File: config.mk
export PLATFORM = sky130hd
export DESIGN_NAME = turning_point_reducer_top
export DESIGN_NICKNAME = d
export VERILOG_FILES = /design/src/hdl/tpr_pkg.sv /design/src/hdl/turning_point_reducer_top.sv
export SDC_FILE = /design/constraint.sdc
export NUM_CORES = 2
export LEC_CHECK = 0
export BUFFER_PORTS_ARGS = -buffer_cell sky130_fd_sc_hd__buf_2
export CAP_MARGIN = 10
export CELL_PAD_IN_SITES_DETAIL_PLACEMENT = 0
export CELL_PAD_IN_SITES_GLOBAL_PLACEMENT = 1
export CORE_MARGIN = 3
export CORE_UTILIZATION = 56
export CTS_BUF_LIST = sky130_fd_sc_hd__clkbuf_16
export DETAILED_ROUTE_END_ITERATION = 16
export GPL_TIMING_DRIVEN = 0
export MAX_ROUTING_LAYER = met4
export PLACE_DENSITY_LB_ADDON = 0.08
export SLEW_MARGIN = 20
export SYNTH_ARGS = -nofsm -noshare
export SYNTH_HDL_FRONTEND = slang
export SYNTH_SLANG_ARGS = --single-unit
File: constraint.sdc
create_clock -name clock -period 36.6 [get_ports clock]
set_input_delay 5.49 -clock clock [delete_from_list [all_inputs] [get_ports clock]]
set_output_delay 5.49 -clock clock [all_outputs]
set_load 0.02 [all_outputs]
File: src/hdl/tpr_pkg.sv
// Shared types, constants and helper functions of the turning point reducer.
package tpr_pkg;

   // Buffer length limit; the point with index MAX_POINTS-1 closes a buffer.
   localparam int MAX_POINTS = 65536;
   localparam int IDX_W      = $clog2(MAX_POINTS);
   localparam int AMP_W      = 8;
   localparam int DUR_W      = 24;
   localparam logic [DUR_W-1:0] DUR_MAX = {DUR_W{1'b1}};

   // Depth of the result queue; a power of two so the pointers wrap.
   localparam int OUT_DEPTH  = 8;

   typedef logic [IDX_W-1:0] idx_type;

   typedef enum logic [1:0] {
      CSR_AMP_THRESHOLD  = 2'd0,
      CSR_SPAN_THRESHOLD = 2'd1,
      CSR_MERGE_LIMIT    = 2'd2
   } csr_index_type;

   typedef struct packed {
      logic [7:0]  point_amplitude;
      logic [15:0] point_duration;
      logic        last_point;
   } req_type;

   typedef struct packed {
      logic [7:0]  turn_amplitude;
      logic [23:0] turn_duration;
      logic [15:0] source_index;
      logic        final_result;
   } rsp_type;

   typedef struct packed {
      logic [AMP_W-1:0] amp;
      logic [DUR_W-1:0] dur;
      idx_type          idx;
   } tpoint_type;

   // Pass-two state: closed point count (saturates at two) and the held pair.
   typedef struct packed {
      logic [1:0] count;
      tpoint_type prev;
      tpoint_type cur;
   } close_ctx_type;

   typedef struct packed {
      close_ctx_type ctx;
      logic          emit;
      tpoint_type    pt;
   } close_res_type;

   function automatic logic [DUR_W-1:0] sat_add(input logic [DUR_W-1:0] a,
                                                input logic [DUR_W-1:0] b);
      logic [DUR_W:0] s;
      s = {1'b0, a} + {1'b0, b};
      return s[DUR_W] ? DUR_MAX : s[DUR_W-1:0];
   endfunction

   function automatic logic [AMP_W-1:0] abs_diff(input logic [AMP_W-1:0] a,
                                                 input logic [AMP_W-1:0] b);
      return (a > b) ? (a - b) : (b - a);
   endfunction

   // Merge test gap^2 + dur^2 < limit. A duration of 4096 or more squares to at
   // least 2^24, which no 24-bit limit exceeds, so only the low 12 bits are
   // multiplied.
   function automatic logic merge_small(input logic [AMP_W-1:0] gap,
                                        input logic [DUR_W-1:0] dur,
                                        input logic [DUR_W-1:0] limit);
      logic [15:0] g2;
      logic [23:0] d2;
      logic [24:0] sq;
      g2 = 16'(gap) * 16'(gap);
      d2 = 24'(dur[11:0]) * 24'(dur[11:0]);
      sq = 25'(g2) + 25'(d2);
      return (dur[DUR_W-1:12] == '0) && (sq < {1'b0, limit});
   endfunction

   // Folds one closed point into the pass-two state. The merge test result is
   // computed outside so the two multiplies of a step run side by side.
   function automatic close_res_type close_point(input close_ctx_type ctx,
                                                 input tpoint_type    p,
                                                 input logic          fold_ok);
      close_res_type r;
      logic          mono;
      r      = '0;
      r.ctx  = ctx;
      r.emit = 1'b0;
      r.pt   = ctx.cur;
      mono   = ((ctx.prev.amp < ctx.cur.amp) && (ctx.cur.amp < p.amp)) ||
               ((ctx.prev.amp > ctx.cur.amp) && (ctx.cur.amp > p.amp));
      case (ctx.count)
         2'd0: begin
            r.emit      = 1'b1;
            r.pt        = p;
            r.ctx.prev  = p;
            r.ctx.count = 2'd1;
         end
         2'd1: begin
            r.ctx.cur   = p;
            r.ctx.count = 2'd2;
         end
         default: begin
            if (mono || fold_ok) begin
               r.ctx.cur.dur = sat_add(ctx.cur.dur, p.dur);
               r.ctx.cur.amp = p.amp;
               r.ctx.cur.idx = p.idx;
            end else begin
               r.emit     = 1'b1;
               r.pt       = ctx.cur;
               r.ctx.prev = ctx.cur;
               r.ctx.cur  = p;
            end
         end
      endcase
      return r;
   endfunction

   function automatic rsp_type to_rsp(input tpoint_type p, input logic fin);
      rsp_type r;
      r.turn_amplitude = p.amp;
      r.turn_duration  = p.dur;
      r.source_index   = 16'(p.idx);
      r.final_result   = fin;
      return r;
   endfunction

endpackage

File: src/hdl/turning_point_reducer_top.sv
// Turning point reducer: input register, combinational reduction, result queue.
// The results of an input item enter the result queue when its input register stage advances.
// Throughput: one input item per cycle while the result queue has room for three more
// results, as one item can add up to three; the output drains one per cycle on rsp_ready.
// Reset (synchronous, active high) restores the register defaults, clears all tracking
// state, the input register and the result queue.
module turning_point_reducer_top (
   input  logic             clock,
   input  logic             reset,
   input  logic             req_valid,
   output logic             req_ready,
   input  tpr_pkg::req_type req_data,
   output logic             rsp_valid,
   input  logic             rsp_ready,
   output tpr_pkg::rsp_type rsp_data,
   input  logic             csr_valid,
   output logic             csr_ready,
   input  logic [1:0]       csr_index,
   input  logic [23:0]      csr_wdata
);
   import tpr_pkg::*;

   localparam int PTR_W = $clog2(OUT_DEPTH);
   localparam int CNT_W = PTR_W + 1;

   // Configuration registers.
   logic [7:0]       amp_threshold_ff;
   logic [15:0]      span_threshold_ff;
   logic [DUR_W-1:0] merge_limit_ff;

   // Input register.
   logic    stage_valid_ff;
   req_type stage_data_ff;
   logic    stage_fire;

   // Pass-one tracking state and its next values.
   idx_type          point_counter_ff, point_counter_in;
   idx_type          min_index_ff, min_index_in;
   idx_type          max_index_ff, max_index_in;
   logic [AMP_W-1:0] min_amplitude_ff, min_amplitude_in;
   logic [AMP_W-1:0] max_amplitude_ff, max_amplitude_in;
   logic [DUR_W-1:0] time_at_min_ff, time_at_min_in;
   logic [DUR_W-1:0] time_at_max_ff, time_at_max_in;
   logic [DUR_W-1:0] running_time_ff, running_time_in;
   logic [DUR_W-1:0] since_min_ff, since_min_in;
   logic [DUR_W-1:0] since_max_ff, since_max_in;
   logic [DUR_W-1:0] span_between_ff, span_between_in;
   close_ctx_type    ctx_ff, ctx_in;

   // Result queue.
   rsp_type            queue_ff [OUT_DEPTH];
   logic [PTR_W-1:0]   wr_ptr_ff, rd_ptr_ff;
   logic [CNT_W-1:0]   count_ff;
   logic               pop;

   // Up to three results of the current step, in order.
   rsp_type          res1, res2, res3;
   logic             emit1, emit2, emit3;
   logic [PTR_W-1:0] pos2, pos3;
   logic [1:0]       push_n;

   // Configuration is always accepted; writes to an unused index are dropped.
   assign csr_ready = 1'b1;

   always_ff @(posedge clock) begin
      if (reset) begin
         amp_threshold_ff  <= 8'd6;
         span_threshold_ff <= 16'd12;
         merge_limit_ff    <= 24'd20;
      end else if (csr_valid) begin
         unique case (csr_index_type'(csr_index))
            CSR_AMP_THRESHOLD:  amp_threshold_ff  <= csr_wdata[7:0];
            CSR_SPAN_THRESHOLD: span_threshold_ff <= csr_wdata[15:0];
            CSR_MERGE_LIMIT:    merge_limit_ff    <= csr_wdata;
            default: ;
         endcase
      end
   end

   // The stage holding an item advances once the queue can take all the results
   // it might produce. The input register refills in the same cycle.
   assign stage_fire = stage_valid_ff && (count_ff <= CNT_W'(OUT_DEPTH - 3));
   assign req_ready  = !stage_valid_ff || stage_fire;

   always_ff @(posedge clock) begin
      if (reset) begin
         stage_valid_ff <= 1'b0;
      end else if (req_ready) begin
         stage_valid_ff <= req_valid;
      end
   end

   always_ff @(posedge clock) begin
      if (req_ready && req_valid) begin
         stage_data_ff <= req_data;
      end
   end

   // Reduction of one point. Pass one looks for a turn; on a turn the extremes
   // close in index order and pass two folds them into the held pair.
   always_comb begin
      logic [AMP_W-1:0] a;
      logic [DUR_W-1:0] m;
      logic             last;
      logic             first;
      logic [DUR_W-1:0] ln, lx, rt1, carry;
      logic [AMP_W-1:0] dan, dam;
      logic             turn, two_close;
      tpoint_type       c1, c2;
      logic             small1, small2;
      close_res_type    r1, r2;
      close_ctx_type    ctx_mid;

      a     = stage_data_ff.point_amplitude;
      m     = DUR_W'(stage_data_ff.point_duration);
      first = (point_counter_ff == '0);
      last  = stage_data_ff.last_point ||
              (point_counter_ff >= IDX_W'(MAX_POINTS - 1));

      point_counter_in = point_counter_ff;
      min_index_in     = min_index_ff;
      max_index_in     = max_index_ff;
      min_amplitude_in = min_amplitude_ff;
      max_amplitude_in = max_amplitude_ff;
      time_at_min_in   = time_at_min_ff;
      time_at_max_in   = time_at_max_ff;
      running_time_in  = running_time_ff;
      since_min_in     = since_min_ff;
      since_max_in     = since_max_ff;
      span_between_in  = span_between_ff;
      ctx_in           = ctx_ff;

      ln  = sat_add(since_min_ff, m);
      lx  = sat_add(since_max_ff, m);
      rt1 = sat_add(running_time_ff, m);
      dan = abs_diff(max_amplitude_ff, a);
      dam = abs_diff(min_amplitude_ff, a);
      turn = !first &&
             (((dan > amp_threshold_ff) && (ln > DUR_W'(span_threshold_ff))) ||
              ((lx > DUR_W'(span_threshold_ff)) && (dam > amp_threshold_ff)));

      // Points that close on a turn. With distinct extremes the earlier one
      // carries its own time and the later one the span between them; with a
      // single extreme only that one closes.
      two_close = (min_index_ff != max_index_ff);
      if (two_close && (min_index_ff < max_index_ff)) begin
         c1    = '{amp: min_amplitude_ff, dur: time_at_min_ff, idx: min_index_ff};
         c2    = '{amp: max_amplitude_ff, dur: span_between_ff, idx: max_index_ff};
         carry = since_max_ff;
      end else if (two_close) begin
         c1    = '{amp: max_amplitude_ff, dur: time_at_max_ff, idx: max_index_ff};
         c2    = '{amp: min_amplitude_ff, dur: span_between_ff, idx: min_index_ff};
         carry = since_min_ff;
      end else begin
         c1    = '{amp: max_amplitude_ff, dur: time_at_max_ff, idx: max_index_ff};
         c2    = c1;
         carry = '0;
      end

      // After the first close the held current amplitude is always c1's, so
      // both merge tests are formed in parallel from registered values.
      small1 = merge_small(abs_diff(ctx_ff.cur.amp, c1.amp), c1.dur, merge_limit_ff);
      small2 = merge_small(abs_diff(c1.amp, c2.amp), c2.dur, merge_limit_ff);

      r1      = close_point(ctx_ff, c1, small1);
      r2      = close_point(r1.ctx, c2, small2);
      ctx_mid = two_close ? r2.ctx : r1.ctx;

      emit1 = 1'b0;
      emit2 = 1'b0;

      if (first) begin
         // The first point of a buffer only seeds the extremes.
         min_index_in     = '0;
         max_index_in     = '0;
         min_amplitude_in = a;
         max_amplitude_in = a;
         time_at_min_in   = m;
         time_at_max_in   = m;
         running_time_in  = '0;
         since_min_in     = '0;
         since_max_in     = '0;
         span_between_in  = '0;
         ctx_in.count     = 2'd0;
      end else if (turn) begin
         emit1            = r1.emit;
         emit2            = two_close && r2.emit;
         ctx_in           = ctx_mid;
         min_index_in     = point_counter_ff;
         max_index_in     = point_counter_ff;
         min_amplitude_in = a;
         max_amplitude_in = a;
         running_time_in  = sat_add(carry, m);
         time_at_min_in   = sat_add(carry, m);
         time_at_max_in   = sat_add(carry, m);
         since_min_in     = '0;
         since_max_in     = '0;
         span_between_in  = '0;
      end else begin
         running_time_in = rt1;
         since_min_in    = ln;
         since_max_in    = lx;
         if (a > max_amplitude_ff) begin
            max_index_in     = point_counter_ff;
            max_amplitude_in = a;
            time_at_max_in   = rt1;
            since_max_in     = '0;
            span_between_in  = ln;
         end
         if (a < min_amplitude_ff) begin
            min_index_in     = point_counter_ff;
            min_amplitude_in = a;
            time_at_min_in   = rt1;
            since_min_in     = '0;
            span_between_in  = lx;
         end
      end

      // On the last point the held current point flushes if two or more
      // points closed; the open point after the last turn is dropped.
      emit3 = last && !first && (ctx_in.count == 2'd2);

      res1 = to_rsp(r1.pt, last && !emit2 && !emit3);
      res2 = to_rsp(r2.pt, last && !emit3);
      res3 = to_rsp(ctx_in.cur, last);

      point_counter_in = last ? '0 : (point_counter_ff + 1'b1);
   end

   always_ff @(posedge clock) begin
      if (reset) begin
         point_counter_ff <= '0;
         min_index_ff     <= '0;
         max_index_ff     <= '0;
         min_amplitude_ff <= '0;
         max_amplitude_ff <= '0;
         time_at_min_ff   <= '0;
         time_at_max_ff   <= '0;
         running_time_ff  <= '0;
         since_min_ff     <= '0;
         since_max_ff     <= '0;
         span_between_ff  <= '0;
         ctx_ff           <= '0;
      end else if (stage_fire) begin
         point_counter_ff <= point_counter_in;
         min_index_ff     <= min_index_in;
         max_index_ff     <= max_index_in;
         min_amplitude_ff <= min_amplitude_in;
         max_amplitude_ff <= max_amplitude_in;
         time_at_min_ff   <= time_at_min_in;
         time_at_max_ff   <= time_at_max_in;
         running_time_ff  <= running_time_in;
         since_min_ff     <= since_min_in;
         since_max_ff     <= since_max_in;
         span_between_ff  <= span_between_in;
         ctx_ff           <= ctx_in;
      end
   end

   // Results are packed into consecutive queue slots in their causal order.
   assign pos2   = PTR_W'(emit1);
   assign pos3   = PTR_W'(emit1) + PTR_W'(emit2);
   assign push_n = stage_fire ? (2'(emit1) + 2'(emit2) + 2'(emit3)) : 2'd0;

   always_ff @(posedge clock) begin
      if (stage_fire) begin
         if (emit1) queue_ff[wr_ptr_ff] <= res1;
         if (emit2) queue_ff[wr_ptr_ff + pos2] <= res2;
         if (emit3) queue_ff[wr_ptr_ff + pos3] <= res3;
      end
   end

   assign rsp_valid = (count_ff != '0);
   assign rsp_data  = queue_ff[rd_ptr_ff];
   assign pop       = rsp_valid && rsp_ready;

   always_ff @(posedge clock) begin
      if (reset) begin
         wr_ptr_ff <= '0;
         rd_ptr_ff <= '0;
         count_ff  <= '0;
      end else begin
         wr_ptr_ff <= wr_ptr_ff + PTR_W'(push_n);
         rd_ptr_ff <= rd_ptr_ff + PTR_W'(pop);
         count_ff  <= count_ff + CNT_W'(push_n) - CNT_W'(pop);
      end
   end

endmodule

---- Yosys cells after proc, flatten, opt, wreduce, memory -nomap -nowiden ----
Memories as Yosys holds them, arrays and structs flattened. A register that Yosys moved wholly into a read port is not among the register bits.
Index checks and enable logic that the tools add are counted.
word-level totals
  memories kept ........................... 1
  memory bits (writable) .................. 392
  flip-flop bits (word level) ............. 390
  input port bits ......................... 56
  output and inout port bits .............. 52
  word-level logic and storage cells ...... 214
memory list
  memory    words  width  rd ports  clocked after memory_dff  write ports  line                             source
  queue_ff  8      49     1         1                         3            turning_point_reducer_top.sv:51  rsp_type queue_ff [OUT_DEPTH];
operators by class
  equality and inequality tests ........... 6
  muxes and demuxes ....................... 79
  multiply operators ...................... 4
  reduce and logical (&&, ||, !) cells .... 47
  bitwise gates (word level) .............. 1
  $add $sub $neg .......................... 26
  order comparisons ....................... 22
operator list
  operator                                                          count
  24-bit 2-to-1 mux                                                 26
  48-bit one-hot mux with 2 select lines                            4
  48-bit 2-to-1 mux                                                 6
  98-bit 2-to-1 mux                                                 2
  49-bit one-hot mux with 2 select lines                            2
  16-bit 2-to-1 mux                                                 7
  24-bit by 16-bit adder with 25-bit output                         4
  49-bit 2-to-1 mux                                                 2
  8-bit > comparator                                                10
  40-bit 2-to-1 mux                                                 2
  8-bit 2-to-1 mux                                                  10
  8-bit subtractor                                                  8
  16-bit by 24-bit adder with 25-bit output                         2
  24-bit by 24-bit adder with 25-bit output                         2
  25-bit by 24-bit < comparator with 1-bit output                   2
  24-bit by 16-bit > comparator with 1-bit output                   2
  12-bit by 12-bit multiplier with 24-bit output                    2
  8-bit < comparator                                                5
  8-bit by 8-bit multiplier with 16-bit output                      2
  12-bit zero test                                                  2
  1-bit logical AND                                                 19
  16-bit by 1-bit adder with 16-bit output (second input constant)  1
  16-bit >= comparator (second input constant)                      1
  16-bit zero test                                                  1
  other kinds (23)                                                  61

---- Depth between registers and ports, before layout ----
  depth in word-level cells ............... 27
  depth in mapped cells ................... 76

---- Least setup slack after synthesis ----
No wires, ideal clock.
  path kind ............................... reg-to-reg
  from .................................... register max_index_ff[13]
  to ...................................... memory queue_ff[7][0] (netlist name) (enable)
  slack ................................... 17.947 ns
  period minus slack after synthesis ...... 18.653 ns
  stages on the path, launching flop included .. 71
  arrival ................................. 17.568 ns
  cell sequence ........................... dfxtp_1 inv_1 ha_1 nand4_1 nor4_2 a211oi_1 nand2_2 buf_2 buf_2 clkbuf_1 nor2_1 a21oi_1 fa_1 a21o_1 a21oi_1 o221a_2 nor2_1 buf_1 (+35 left out) a21oi_1 o221ai_1 a221o_1 o211ai_1 mux2_2 o2111a_1 o21ai_2 or2_2 clkbuf_1 fa_1 inv_1 ha_1 xnor2_1 nor3_1 nand4b_1 clkbuf_1 buf_2 o311ai_0
RTL lines
  element                 line                              source
  from (decl)             turning_point_reducer_top.sv:39   idx_type max_index_ff, max_index_in;
  from (signal assigned)  turning_point_reducer_top.sv:247  max_index_ff <= max_index_in;
  to (decl)               turning_point_reducer_top.sv:51

==> out/metrics.cfg <==
[sta]
min_period_over_period_pct = 66.2
slew_headroom_pct = 19.4
finClkSkew_ns = 0.0533
slew_viol_final = 0
fmax_ghz = 0.0413
rsz0062_at_grt = no
finalSetupViolCount = 0
hold_viol = 0
tns_ns = 0
worst_pin_slew_ns = 1.21
layout_min_cycle_time_ns = 24.21

[critical_path]
crit_fanout = 10
crit_type = flop to flop
cpPeakStageDelay_ns = 0.86
cp.required_ns = 37.04
cpMaxStageDelayCell = nor4_4
crit_path_end_kind = flop
cp_common_cell = fa_1
cp-start-kind = flop
worstPathArrival_ns = 24.65

[run_status]
outcome = finished, final reports clean

[global_routing]
grt_pass1_vias = 55652
grt_max_degree = 38
grt_usage_pct = 42.1
grt_pass1_wl_um = 368000
grt_overflow = 0
antenna_found_initial = 2

[drt]
drcViolationCount = 0
ant_nets = 0
post_drt_wl_per_cell_um = 29.2
first_pass_iters = 6
drtIter0Drc = 6840
viasPerCell = 6.57
vias = 56846
drt_wl_total_um = 253000

[floorplan]
io_pins = 108
start_util_pct = 56.8
row_count = 124
die_w_um = 348
die_y_um = 348
core_area_mm2 = 0.115
die-area_mm2 = 0.121

[power_and_ir_drop]
irDropWorstVdd_mv = 0.251
power.density_mw_per_mm2 = 75.6
power_mw = 5.38
p_leak_nw = 31.7

[placed_design]
gp_congestion = 1.05
port_buffers = 105
placed_cells = 8496
dp.final_hpwl_um = 198000

[clock_network]
cts_root_buf = clkbuf_16
cts_resized = 0
cts_htree_levels = 3
cts_sinks = 742
path_clk_slew_ns = 0.06
clock_latency_ns = 0.70
cts_buffers = 85
cts.path.max_buffers = 3
cts_setup_buffers = 0
hold_buffers = 0
cts_tree = yes

[yosys]
syn_nets = 7704
avgSynthCellArea_um2 = 9.56
synth-seq-cells = 742
yosys.cell_types.count = 103
yosys_warnings = 0
ys_async_sr_fraction_pct = 0
syn_area_mm2 = 0.0654
synthCells = 6837
synth_flop_cell = edfxtp_1
synth_edf_count = 417
seq_area_frac_synth_pct = 29.1

[finish]
layout_common_cells = 836 x mux2i_1, 613 x nand2_1, 582 x inv_1
multi_input_area_mm2 = 0.0429
fin_util_pct = 61.9
mostFrequentLayoutCell = mux2i_1
fill_cells = 9969
seqCellArea_mm2 = 0.0190
final_layout_size_suffix_gt1_share_pct = 9.83
final_cell_count_no_fill = 8656
areaGrowthSynthToFinish_pct = 9.01
fin_nets = 7939

[worst_hold_path]
hold_class = flop to flop

[flow_run]
cap_viol_max_count = 0

==> layout make-up <==
| type | instances | area share, % |
|---|---|---|
| multi-input cells | 5142 | 60.2 |
| flip-flops and latches | 742 | 26.7 |
| inverters | 579 | 3.05 |
| clock buffers | 85 | 2.99 |
| well taps | 1512 | 2.65 |
| plain buffers | 374 | 2.20 |
| repair buffers | 148 | 1.33 |
| clock inverters | 72 | 0.906 |
| diodes | 2 | 0.00702 |
==> per-stage QoR <==
stage                     hold slack, ns  area (um^2)  worst slack, ns
final                              0.453        71300            12.39
after global routing               0.475        71300            11.68
after CTS                          0.456        71200            12.92
after detailed placement           0.448        68400            13.02
after global placement             0.445        67800             5.94
after floorplan                    0.432        65400            17.95
==> routing by layer <==
layer  global-route usage [%]  part of all wire [%]  up-vias
li1                         -                     -    25055
met1                     52.5                    39    27624
met2                     65.7                    45     3354
met3                     6.89                   9.4      813
met4                     23.3                   6.9        0
met5                        -                     0        -
==> path summary, 6_finish.rpt <==
kind                                         from                         endpoint  slack, ns  depth (start not counted)
setup / recovery    max_index_ff[15]$_SDFFE_PP0P_        queue_ff[3][35]$_DFFE_PP_      12.39                         77
hold / removal    merge_limit_ff[18]$_SDFFE_PP0P_  merge_limit_ff[18]$_SDFFE_PP0P_       0.45                          2
setup reg to reg    max_index_ff[15]$_SDFFE_PP0P_        queue_ff[3][35]$_DFFE_PP_      12.39                         77
hold reg to reg   merge_limit_ff[18]$_SDFFE_PP0P_  merge_limit_ff[18]$_SDFFE_PP0P_       0.45                          2
==> state kept, by name (all words and copies together) (netlist names), 3 cells and up <==
signal	flops
queue_ff	392
stage_data_ff	25
max_index_ff	16
wr_ptr_ff	3
point_counter_ff	16
rd_ptr_ff	3
min_amplitude_ff	8
max_amplitude_ff	8
merge_limit_ff	24
span_between_ff	24
running_time_ff	24
since_min_ff	24
count_ff	4
ctx_ff	58
since_max_ff	24
min_index_ff	16
time_at_max_ff	24
time_at_min_ff	24
span_threshold_ff	16
amp_threshold_ff	8
==> kinds of logic (layout without fill, tap and decap cells) <==
family / Yosys count / count (layout) / synth area share, %
flip-flops: 742 / 742 / 29.1
multiplexers: 1079 / 1079 / 18.7
other: 1 / 3 / 0.00574
XOR/XNOR: 201 / 201 / 2.71
buffers and inverters: 953 / 1258 / 5.71
AO/OA/AOI/OAI: 1364 / 1364 / 13.6
AND/OR/NAND/NOR: 1686 / 1686 / 11.5
adder cells (fa/ha/maj): 811 / 811 / 18.7
==> cell usage after synthesis, drive strengths merged (19+ instances only) <==
cell type / number / area, um^2
o21a: 35 / 263
nor2: 557 / 2090
o2111ai: 21 / 184
and2: 31 / 196
nand2: 617 / 2320
dfxtp: 325 / 6510
a22oi: 76 / 571
or3: 21 / 131
nand2b: 55 / 344
mux2i: 855 / 8580
clkbuf: 233 / 875
a31oi: 34 / 243
nor3: 81 / 415
a21o: 129 / 968
or2: 25 / 156
xnor2: 112 / 981
fa: 274 / 5490
mux2: 126 / 1420
edfxtp: 417 / 12500
a311oi: 38 / 333
ha: 537 / 6720
inv: 569 / 2140
and3: 26 / 163
nor2b: 34 / 213
nand4: 47 / 294
o22ai: 69 / 432
a22o: 31 / 272
a211oi: 64 / 485
a21oi: 437 / 2190
nor4: 20 / 150
mux4: 98 / 2210
o21ai: 220 / 1120
nand3: 118 / 591
o211ai: 22 / 170
o21bai: 20 / 150
nand3b: 19 / 143
xor2: 88 / 771
buf: 141 / 686
==> power by group <==
part | leakage, nW | internal (mW) | switching [mW]
logic | 23.8 | 1.39 | 2.18
clock network | 1.39 | 0.473 | 0.396
registers | 6.49 | 0.913 | 0.0356
total | 31.7 | 2.78 | 2.61
==> critical path, delay by kind of cell, from the launching register on <==
| kind | cells | cell delay [ns] |
|---|---|---|
| DFF | 1 | 0.33 |
| buffers and inverters | 19 | 5.60 |
| adders and majority gates | 14 | 5.81 |
| and+or+nand+nor | 13 | 2.77 |
| muxes | 1 | 0.38 |
| xor gates and xnor gates | 2 | 0.93 |
| AOI/OAI and AO/OA | 28 | 8.01 |
Note: power is estimated with default switching activity, not from simulation.
